==> config.mk <==
export PLATFORM = sky130hd
export DESIGN_NAME = atilt_milli
export DESIGN_NICKNAME = d
export VERILOG_FILES = /design/src/hdl/accel_tilt_angle_unit_assert.svh /design/src/hdl/atilt_pkg.sv /design/src/hdl/atilt_milli.sv
export SDC_FILE = /design/constraint.sdc
export NUM_CORES = 1
export LEC_CHECK = 0
export BUFFER_PORTS_ARGS = -buffer_cell sky130_fd_sc_hd__buf_2
export CORE_MARGIN = 8
export CORE_UTILIZATION = 30
export CTS_CLUSTER_SIZE = 25
export DETAILED_ROUTE_END_ITERATION = 10
export GPL_TIMING_DRIVEN = 0
export PLACE_DENSITY_LB_ADDON = 0.05
export SLEW_MARGIN = 10
export SYNTH_ARGS = -nofsm -noshare
export SYNTH_HDL_FRONTEND = slang
export SYNTH_SLANG_ARGS = --single-unit
==> constraint.sdc <==
create_clock -name i_clk -period 4.3 [get_ports i_clk]
set_clock_uncertainty 0.05 [all_clocks]
set_input_delay 0.215 -clock i_clk [delete_from_list [all_inputs] [get_ports i_clk]]
set_output_delay 0.215 -clock i_clk [all_outputs]
set_load 0.02 [all_outputs]
==> src/hdl/accel_tilt_angle_unit_assert.svh <==
// ----------------------------------------------------------------------------
// Accelerometer tilt unit - assertion macros
// Concurrent checks that vanish when SYNTHESIS is defined.
// ----------------------------------------------------------------------------
`ifndef ACCEL_TILT_ANGLE_UNIT_ASSERT_SVH
`define ACCEL_TILT_ANGLE_UNIT_ASSERT_SVH

`ifndef SYNTHESIS

// same-cycle implication
`define ATU_ASSERT_IMP(lbl, clk, rst_n, ante, cons) \
    lbl: assert property (@(posedge clk) disable iff (!rst_n) (ante) |-> (cons)) \
        else $error("tilt unit: same-cycle check failed");

// next-cycle implication
`define ATU_ASSERT_NXT(lbl, clk, rst_n, ante, cons) \
    lbl: assert property (@(posedge clk) disable iff (!rst_n) (ante) |=> (cons)) \
        else $error("tilt unit: next-cycle check failed");

`else

`define ATU_ASSERT_IMP(lbl, clk, rst_n, ante, cons)
`define ATU_ASSERT_NXT(lbl, clk, rst_n, ante, cons)

`endif

`endif

==> src/hdl/atilt_pkg.sv <==
// ----------------------------------------------------------------------------
// Accelerometer tilt unit - shared package
// Widths, constants, stage-advance struct and the asin table generator.
// ----------------------------------------------------------------------------
package atilt_pkg;

    localparam int AsinTableBits = 10;

    localparam int RawW   = 16;
    localparam int MilliW = 12;
    localparam int TiltW  = 11;
    localparam int RomW   = 18;          // table entries in 1/256 tenth degree

    localparam int OneG       = 16384;   // counts per g
    localparam int AngleFull  = 230400;  // 90 degrees in table units
    localparam int TiltMax    = 900;
    localparam int MilliScale = 1000;
    localparam int MilliRound = 8192;
    localparam int MilliShift = 14;
    localparam int RoundHalf  = 128;
    localparam int RoundShift = 8;

    localparam int SineTerms   = 10;
    localparam int BisectSteps = 20;
    localparam int DivBits     = 34;     // series terms stay below 2^33
    localparam logic [63:0] RadPerUnitQ48 = 64'd1919009807;

    // per-stage advance enables of the lane pipeline
    typedef struct packed {
        logic s1;
        logic s2;
        logic s3;
    } t_adv;

    // shift-and-subtract quotient, elaboration time only
    function automatic logic [63:0] udiv_small(input logic [63:0] num,
                                               input logic [63:0] den);
        logic [63:0] q;
        logic [63:0] rem;
        q   = '0;
        rem = '0;
        for (int b = DivBits - 1; b >= 0; b--) begin
            rem = {rem[62:0], num[b]};
            if (rem >= den) begin
                rem  = rem - den;
                q[b] = 1'b1;
            end
        end
        return q;
    endfunction

    // sine in Q30 of an angle in table units, truncated Taylor series
    function automatic logic [63:0] sine_q30(input logic [63:0] a);
        logic [63:0]        x;
        logic [63:0]        x2;
        logic [63:0]        term;
        logic [63:0]        den;
        logic signed [63:0] sum;
        x    = (a * RadPerUnitQ48) >> 18;
        x2   = (x * x) >> 30;
        term = x;
        sum  = signed'(x);
        for (int n = 1; n <= SineTerms; n++) begin
            term = (term * x2) >> 30;
            den  = 64'((2 * n) * (2 * n + 1));
            term = udiv_small(term, den);
            if ((n & 1) != 0) begin
                sum = sum - signed'(term);
            end else begin
                sum = sum + signed'(term);
            end
        end
        return (sum < 0) ? 64'd0 : unsigned'(sum);
    endfunction

    // largest angle whose sine does not exceed idx / 2^bits
    function automatic logic [RomW-1:0] asin_entry(input int unsigned idx,
                                                   input int unsigned bits);
        logic [63:0] target;
        logic [31:0] lo;
        logic [31:0] hi;
        logic [31:0] mid;
        target = 64'(idx) << (30 - bits);
        lo     = 32'd0;
        hi     = 32'(AngleFull);
        for (int it = 0; it < BisectSteps; it++) begin
            if (lo < hi) begin
                mid = (lo + hi + 32'd1) >> 1;
                if (sine_q30(64'(mid)) <= target) begin
                    lo = mid;
                end else begin
                    hi = mid - 32'd1;
                end
            end
        end
        if (idx == (32'd1 << bits)) begin
            lo = 32'(AngleFull);
        end
        return lo[RomW-1:0];
    endfunction

endpackage

==> src/hdl/atilt_milli.sv <==
// ----------------------------------------------------------------------------
// Accelerometer tilt unit - milli-g lane
// raw * 1000 / 16384, rounded half away from zero.
// ----------------------------------------------------------------------------
module atilt_milli (
    input  logic                                 i_clk,
    input  atilt_pkg::t_adv                      i_adv,
    input  logic signed [atilt_pkg::RawW-1:0]    i_raw,
    output logic signed [atilt_pkg::MilliW-1:0]  o_milli
);

    localparam int ProdW = 25;   // 32768 * 1000 + rounding fits

    logic [atilt_pkg::RawW-1:0] w_abs;
    logic                       r_neg1, r_neg2;
    logic [atilt_pkg::RawW-1:0] r_mag1;
    logic [ProdW-1:0]           r_prod2;
    logic [ProdW-1:0]           w_round;
    logic [atilt_pkg::MilliW-1:0] w_m;

    assign w_abs = i_raw[atilt_pkg::RawW-1] ?
                   (atilt_pkg::RawW'(0) - unsigned'(i_raw)) : unsigned'(i_raw);

    always_ff @(posedge i_clk) begin
        if (i_adv.s1) begin
            r_neg1 <= i_raw[atilt_pkg::RawW-1];
            r_mag1 <= w_abs;
        end
        if (i_adv.s2) begin
            r_neg2  <= r_neg1;
            r_prod2 <= ProdW'(r_mag1) * ProdW'(atilt_pkg::MilliScale);
        end
    end

    assign w_round = r_prod2 + ProdW'(atilt_pkg::MilliRound);
    assign w_m     = atilt_pkg::MilliW'(w_round >> atilt_pkg::MilliShift);
    assign o_milli = r_neg2 ? (atilt_pkg::MilliW'(0) - signed'(w_m)) : signed'(w_m);

endmodule

==> flow_summary.yaml, run 1 <==
clock_network:
  cts_tree: "built"
  h-tree-depth: 2
  root_buffer: "clkbuf_16"
  cts_hold_buf: 0
  clk_path_buf_depth: 2
  cts-buffers-inserted: 5
  cts_sinks: 30
  insertion_delay_ns: 0.28
  clkTransAtPathRegs_ns: 0.05
job:
  drv_cap: 0
timing:
  max_freq_ghz: 0.228
  setup_violations: 3
  maxSlewHeadroom: 0.674
  setup_slack_ns: -0.0862
  hold_viol: 0
  worstMarginPinSlew_ns: 0.489
  period_share: 1.02
  hold_ws_ns: 0.109
  drv_slew: 0
  fin_crit_ns: 4.39
  rsz0062_at_grt: "yes"
  setup_tns_ns: -0.159
worst_setup_path:
  critPathArrivalTime_ns: 4.35
  end_kind: "flip-flop"
  criticalPathCategory: "flip-flop to flip-flop"
  crit_path_max_fanout: 3
  required_ns: 4.26
  reg2reg_setup_slack_ns: -0.09
  startpoint_type: "flip-flop"
die:
  core_mm2: 0.0139
  fp.dieH_um: 135
  rows: 43
  dieArea_mm2: 0.0183
  ios: 32
  initial_core_util: 0.307
  die_x_um: 135
final_layout:
  final_net_count: 609
  layout_common_cells: "inv_1 (76), fa_1 (50), ha_1 (41)"
  n_antenna_cell: 0
  area_delta_synth_final_pct: 22.5
  postLayoutCoreUtil: 0.376
  drive_gt1_frac: 0.244
  final_common_cell: "inv_1"
logic_synthesis:
  ys_ff_latch: 30
  synth_compound_area_frac: 0.103
  synth_cells: 421
  synth_xor_area_frac: 0.0967
  synth-simple-area-share: 0.0996
  netlist_area_mm2: 0.00426
  synth_top_cell_by_area: "fa_1"
  yosysTopAreaCellShare: 0.249
  syn_avg_cell_area_um2: 10.1
  synth_edf_count: 30
  muxShareOfSynthArea: 0.00705
  synthTopCellsByArea: "fa_1 (25%), edfxtp_1 (21%), ha_1 (15%), inv_1 (7.8%), xnor2_1 (7.4%)"
  ys_seq_area_frac: 0.212
  synth_flop_cell: "edfxtp_1"
  ys_types: 54
  synth_fa_ha_area_frac: 0.396
  ys_async_sr_fraction: 0
  yosysWarnings: 0
  synth_nets: 544
  synth_top_family_by_area: "adder cells"
route:
  firstDrtPassIters: 4
  met3_length_um: 162
  drt_wl_total_um: 8620
  ant_nets: 0
  vias: 3012
  wire_per_inst_um: 12.9
  route.detailed.drc: 0
  viasPerCell: 4.52
  drt_iter0_drc: 123
  wl_met1_um: 4270
  route.met2.wl_um: 4090
  dr.max_layer_used: "met4"
global_routing:
  grt_pass1_vias: 3197
  grt-ovfl-total: 0
  grt_pass1_wl_um: 14900
  antenna_found_initial: 0
  grt_max_degree: 18
  grt.total_usage: 0.100
outcome:
  violations: "negative setup slack"
  status: "finished, violations left"
place:
  dp_hpwl_um: 7300
  gp_congestion: 0.726
  io_buffers: 30
hold_path:
  hold_path_class: "primary input to flip-flop"
==> metal layers <==
| metal | up-vias | global-route usage |
|---|---|---|
| li1 | 1537 | - |
| met1 | 1446 | 0.133 |
| met2 | 22 | 0.164 |
| met3 | 7 | 0.0160 |
| met4 | 0 | 0.0296 |
| met5 | - | 0 |
==> logic make-up after synthesis <==
logic type,count (synthesis)
xor gates and xnor gates,47
buffers and inverters,96
adders and majority gates,103
and+or+nand+nor,79
muxes,3
AOI/OAI and AO/OA,63
DFF,30
==> Yosys cell counts, types with 3 or more instances <==
cell type,instances
fa_1,53
a21oi_1,10
buf_2,3
ha_1,50
nor3_1,7
nand4_1,4
xnor2_1,36
edfxtp_1,30
mux2i_1,3
a211oi_1,3
o31ai_1,6
nor2b_1,3
inv_1,88
nand2_1,23
xor2_1,11
nand2b_1,4
clkbuf_1,4
o21a_1,4
a21o_1,3
nor2_1,12
o211ai_1,3
and3_1,4
o21ai_0,16
nand3_1,5
==> what timing repair did <==
item	in CTS	in global routing
gates resized for setup	26	17
hold endpoints to repair	0	0
buffers inserted	26	4
endpoints found under the setup margin	10	8
pin swaps	35	20
==> flip-flops by register name, summed over array words and instances (netlist names) <==
| name | cells |
|---|---|
| r_neg2 | 1 |
| r_mag1 | 16 |
| r_neg1 | 1 |
| r_prod2 | 12 |
==> per-stage QoR <==
step / worst slack [ns] / cells / instance area, um^2
after floorplan: 0.00971 / 421 / 4310
final: -0.0862 / 667 / 5210
after CTS: -0.0882 / 664 / 5130
after detailed placement: -0.528 / 631 / 4690
after global placement: -0.505 / 631 / 4690
after global routing: -0.208 / 667 / 5210
==> worst max-delay path: stages (launching register included) <==
cell and delay, ns:
edfxtp_1 0.43, buf_4 0.16, fa_1 0.48, inv_1 0.05
fa_1 0.47, fa_2 0.55, inv_2 0.04, fa_2 0.35
ha_4 0.26, a21oi_4 0.15, o21ai_2 0.08, or3b_4 0.40
a221o_1 0.38, buf_4 0.15, xor2_1 0.13
==> cell type report <==
class,count,area [um^2]
inverter,88,333
clock inverter,2,8.76
fill,1434,8670
clock buffer,6,129
tap,180,225
sequential,30,901
multi-input combinational,295,3210
timing repair buffer,59,372
buffer,7,31.3
==> final timing paths <==
path,cells past startpoint,start,end
setup / recovery,14,r_mag1[6],r_prod2[20]
hold / removal,1,i_raw[0],r_mag1[0]
setup reg to reg,14,r_mag1[6],r_prod2[20]
hold reg to reg,0,r_neg1,r_neg2
Power of run 1 is left out: the tool's default activity adds up to more than one toggle a clock period on the data nets, which glitch-free logic cannot reach.
==> run 2: changes to the inputs <==
--- a/config.mk
+++ b/config.mk
@@ -5,11 +5,11 @@
 export SDC_FILE = /design/constraint.sdc
 export NUM_CORES = 1
 export LEC_CHECK = 0
-export BUFFER_PORTS_ARGS = -buffer_cell sky130_fd_sc_hd__buf_2
 export CORE_MARGIN = 8
 export CORE_UTILIZATION = 30
 export CTS_CLUSTER_SIZE = 25
 export DETAILED_ROUTE_END_ITERATION = 10
+export DONT_BUFFER_PORTS = 1
 export GPL_TIMING_DRIVEN = 0
 export PLACE_DENSITY_LB_ADDON = 0.05
 export SLEW_MARGIN = 10
==> flow_summary.yaml, run 2 (synthesized netlist as in run 1, its figures left out) <==
final_layout:
  seq_area_um2: 901
  largest_reg_flops: 16
  n_fill_cell: 1435
  area_delta_synth_final_pct: 19.2
  multi_input_area_mm2: 0.00320
  final_common_cell: "inv_1"
  final_net_count: 581
  layout_common_cells: "inv_1 (75), fa_1 (50), ha_1 (40)"
  drive_gt1_frac: 0.183
  n_antenna_cell: 0
  top_register: "r_mag1"
  top_regs: "r_mag1 x16, r_prod2 x12"
  postLayoutCoreUtil: 0.365
route:
  drt_wl_total_um: 8790
  route.detailed.drc: 0
  wire_per_inst_um: 13.7
  firstDrtPassIters: 4
  drt_iter0_drc: 69
  viasPerCell: 4.64
  vias: 2963
  ant_nets: 0
timing:
  worstMarginPinSlew_ns: 0.811
  rsz0062_at_grt: "yes"
  fin_crit_ns: 4.33
  period_share: 1.01
  drv_slew: 0
  setup_slack_ns: -0.0256
  max_freq_ghz: 0.231
  setup_violations: 1
  maxSlewHeadroom: 0.458
  hold_viol: 0
worst_setup_path:
  r2r-end: "r_prod2[22]"
  criticalPathCategory: "flip-flop to flip-flop"
  critPathArrivalTime_ns: 4.29
  end_kind: "flip-flop"
  startpoint_type: "flip-flop"
  crit_end: "r_prod2[22]"
  reg2reg_setup_slack_ns: -0.03
  rr_worst_depth: 13
  reg2reg_from: "r_mag1[2]"
  crit_path_max_fanout: 4
  required_ns: 4.27
  worstSetupStartpoint: "r_mag1[2]"
global_routing:
  grt_max_degree: 18
  grt-ovfl-total: 0
  antenna_found_initial: 0
  grt.total_usage: 0.101
  grt_pass1_wl_um: 14900
  grt_pass1_vias: 3162
clock_network:
  cts-buffers-inserted: 5
  cts_tree: "built"
  h-tree-depth: 2
  clk_path_buf_depth: 2
  root_buffer: "clkbuf_16"
  insertion_delay_ns: 0.28
  clkTransAtPathRegs_ns: 0.05
  cts_sinks: 30
place:
  io_buffers: 0
  dp_hpwl_um: 7300
  gp_congestion: 0.754
die:
  rows: 43
  ios: 32
  fp.dieH_um: 135
  core_mm2: 0.0139
  initial_core_util: 0.307
  die_x_um: 135
  dieArea_mm2: 0.0183
hold_path:
  hold_path_class: "primary input to flip-flop"
outcome:
  violations: "negative setup slack"
  status: "finished, violations left"
job:
  drv_cap: 0
## run 2: cell types whose count changed in the layout (fill, tap and decap cells not counted), sizes merged
cell,previous run,this run
clkinv,2,3
dlygate4sd3,0,4
clkbuf,10,9
buf,62,30
## run 2: area by class of cell
class,count,share of cell area
tap,180,0.0444
sequential,30,0.178
clock buffer,5,0.0247
inverter,88,0.0656
multi-input combinational,295,0.631
buffer,7,0.00617
clock inverter,3,0.00222
timing repair buffer,31,0.0486
## run 2: what timing repair did
| item | 4_1_cts | 5_1_grt |
|---|---|---|
| setup buffers | 27 | 1 |
| pin swaps | 40 | 19 |
| gates resized for setup | 31 | 10 |
| setup endpoints to repair | 10 | 7 |
| hold buffers | 4 | 0 |
| hold endpoints to repair | 32 | 0 |
## run 2: routing by layer
layer  share of wire  track usage
met3           0.032       0.0215
met5               0            0
met4           0.010       0.0278
met1            0.47        0.128
met2            0.49        0.170
## run 2: through the flow
stage               hold WS [ns]  area, um^2  std cells  TNS [ns]  setup slack [ns]
floorplan                  0.264        4310        421         0           0.00971
global placement           0.264        4540        601     -3.24            -0.518
detailed placement         0.264        4540        601     -3.15            -0.502
CTS                       0.0775        5050        639   -0.0838           -0.0679
global route              0.0818        5070        639    -0.607            -0.189
finish                    0.0857        5070        639   -0.0256           -0.0256
## run 2: worst min-delay path by stage
stage | start | endpoint | slack, ns | depth (start not counted)
finish | i_raw[4] | r_mag1[4] | 0.09 | 1
global placement | i_raw[0] | r_mag1[0] | 0.26 | 0
detailed placement | i_raw[0] | r_mag1[0] | 0.26 | 0
global route | i_raw[5] | r_mag1[5] | 0.08 | 1
floorplan | i_raw[0] | r_mag1[0] | 0.26 | 0
CTS | i_raw[7] | r_mag1[7] | 0.08 | 1
## run 2: critical path: stages, from the launching register on
cell      delay, ns
edfxtp_1       0.40
inv_2          0.08
fa_1           0.56
fa_1           0.44
fa_1           0.51
inv_2          0.04
fa_1           0.56
ha_4           0.22
a211oi_2       0.18
o21a_1         0.22
o31ai_4        0.10
a221o_1        0.41
a31oi_1        0.22
xnor2_1        0.09
Power of run 2 is left out for the same reason.
==> run 3: changes to the inputs <==
--- a/config.mk
+++ b/config.mk
@@ -12,6 +12,7 @@
 export DONT_BUFFER_PORTS = 1
 export GPL_TIMING_DRIVEN = 0
 export PLACE_DENSITY_LB_ADDON = 0.05
+export REMOVE_ABC_BUFFERS = 1
 export SLEW_MARGIN = 10
 export SYNTH_ARGS = -nofsm -noshare
 export SYNTH_HDL_FRONTEND = slang
==> flow_summary.yaml, run 3 (synthesized netlist as in run 1, its figures left out) <==
worst_setup_path:
  r2r-end: "r_prod2[22]"
  path_cells: "inv_2 -> fa_1 -> fa_1 -> fa_1 -> fa_1 -> inv_2 -> ha_4 -> a21oi_2 -> o21ai_2 -> or3b_4 -> a221o_1 -> a31oi_1 -> xnor2_1"
  slowest_stage: "fa_1"
  end_kind: "flip-flop"
  reg2reg_from: "r_mag1[6]"
  crit_family: "adder cells"
  crit_top_cell: "fa_1"
  reg2reg_setup_slack_ns: -0.07
  crit_path_max_fanout: 3
  rr_worst_depth: 13
  startpoint_type: "flip-flop"
  critPathArrivalTime_ns: 4.34
  required_ns: 4.27
  crit_buf_inv: 2
  slowest_delay_ns: 0.57
  criticalPathCategory: "flip-flop to flip-flop"
die:
  core_mm2: 0.0139
  rows: 43
  initial_core_util: 0.307
  ios: 32
  dieArea_mm2: 0.0183
  die_x_um: 135
  fp.dieH_um: 135
hold_path:
  hold_path_end: "r_mag1[15]"
  worstHoldStart: "i_raw[14]"
  hold_path_depth: 1
  hold_path_class: "primary input to flip-flop"
timing:
  fin_crit_ns: 4.37
  setup_violations: 2
  maxSlewHeadroom: 0.448
  max_freq_ghz: 0.229
  setup_slack_ns: -0.0680
  drv_slew: 0
  worstMarginPinSlew_ns: 0.825
  period_share: 1.02
  hold_viol: 0
  rsz0062_at_grt: "yes"
global_routing:
  antenna_found_initial: 0
  grt_pass1_wl_um: 14700
  grt-ovfl-total: 0
  grt_pass1_vias: 3072
  grt_max_degree: 18
  grt.total_usage: 0.0992
final_layout:
  stdcell_count: 635
  layout_common_cells: "inv_1 (76), fa_1 (49), ha_1 (39)"
  drive_gt1_frac: 0.189
  area_delta_synth_final_pct: 19.0
  postLayoutCoreUtil: 0.365
  final_net_count: 577
  top_register: "r_mag1"
  seq_area_um2: 901
  final_common_cell: "inv_1"
  top_regs: "r_mag1 x16, r_prod2 x12"
  n_fill_cell: 1444
  largest_reg_flops: 16
  n_antenna_cell: 0
  multi_input_area_mm2: 0.00320
place:
  io_buffers: 0
  gp_congestion: 0.754
  dpl.cell_count: 593
  dp_hpwl_um: 7250
clock_network:
  clk_path_buf_depth: 2
  clkTransAtPathRegs_ns: 0.05
  cts-buffers-inserted: 5
  root_buffer: "clkbuf_16"
  h-tree-depth: 2
  insertion_delay_ns: 0.28
  cts_sinks: 30
  cts_tree: "built"
route:
  vias: 2911
  viasPerCell: 4.58
  route.detailed.drc: 0
  ant_nets: 0
  drt_iter0_drc: 80
  wire_per_inst_um: 14.0
  drt_wl_total_um: 8880
  firstDrtPassIters: 4
job:
  drv_cap: 0
outcome:
  violations: "negative setup slack"
  status: "finished, violations left"
-- run 3: area by class of cell --
type	count	area share
Timing Repair Buffer	34	0.0524
Multi-Input combinational cell	295	0.632
Tap cell	180	0.0445
Clock inverter	2	0.00173
Sequential cell	30	0.178
Clock buffer	6	0.0254
Inverter	88	0.0657
-- run 3: worst register-to-register path: stages (launching register included) --
cell      delay, ns
edfxtp_1       0.42
inv_2          0.08
fa_1           0.57
fa_1           0.44
fa_1           0.49
fa_1           0.50
inv_2          0.05
ha_4           0.21
a21oi_2        0.14
o21ai_2        0.09
or3b_4         0.38
a221o_1        0.38
a31oi_1        0.22
xnor2_1        0.09
-- run 3: per-layer routing --
metal  GRT usage  vias to the layer above  wire [um]
met3      0.0223                        2        297
met2       0.168                       24       4420
li1            -                     1465          -
met5           0                        -          0
met4      0.0259                        0         51
met1       0.125                     1420       4120
-- run 3: how the worst max path moves through the flow --
stage | from | endpoint | slack (ns) | depth (start not counted)
after detailed placement | r_mag1[5] | r_prod2[22] | -0.58 | 13
after CTS | r_mag1[9] | r_prod2[22] | -0.10 | 13
final | r_mag1[6] | r_prod2[22] | -0.07 | 13
after global routing | r_mag1[7] | r_prod2[22] | -0.23 | 13
after global placement | r_mag1[5] | r_prod2[22] | -0.59 | 13
after floorplan | r_mag1[8] | r_prod2[22] | -0.14 | 13
-- run 3: through the flow --
stage / hold slack [ns] / setup TNS (ns) / setup WS, ns / area (um^2)
5_1_grt: 0.0774 / -0.709 / -0.230 / 5060
3_5_place_dp: 0.264 / -4.11 / -0.580 / 4450
3_3_place_gp: 0.264 / -4.28 / -0.594 / 4450
4_1_cts: 0.0746 / -0.234 / -0.105 / 4940
6_report: 0.0810 / -0.104 / -0.0680 / 5060
2_1_floorplan: 0.264 / -0.277 / -0.142 / 4220
-- run 3: repair_timing --
action	4_1_cts	5_1_grt
setup buffers	21	9
pin swaps	30	30
setup endpoints to repair	10	6
endpoints found under the hold margin	32	0
hold buffers	4	0
gates resized for setup	41	14
cloned	0	0
Power of run 3 is left out for the same reason.
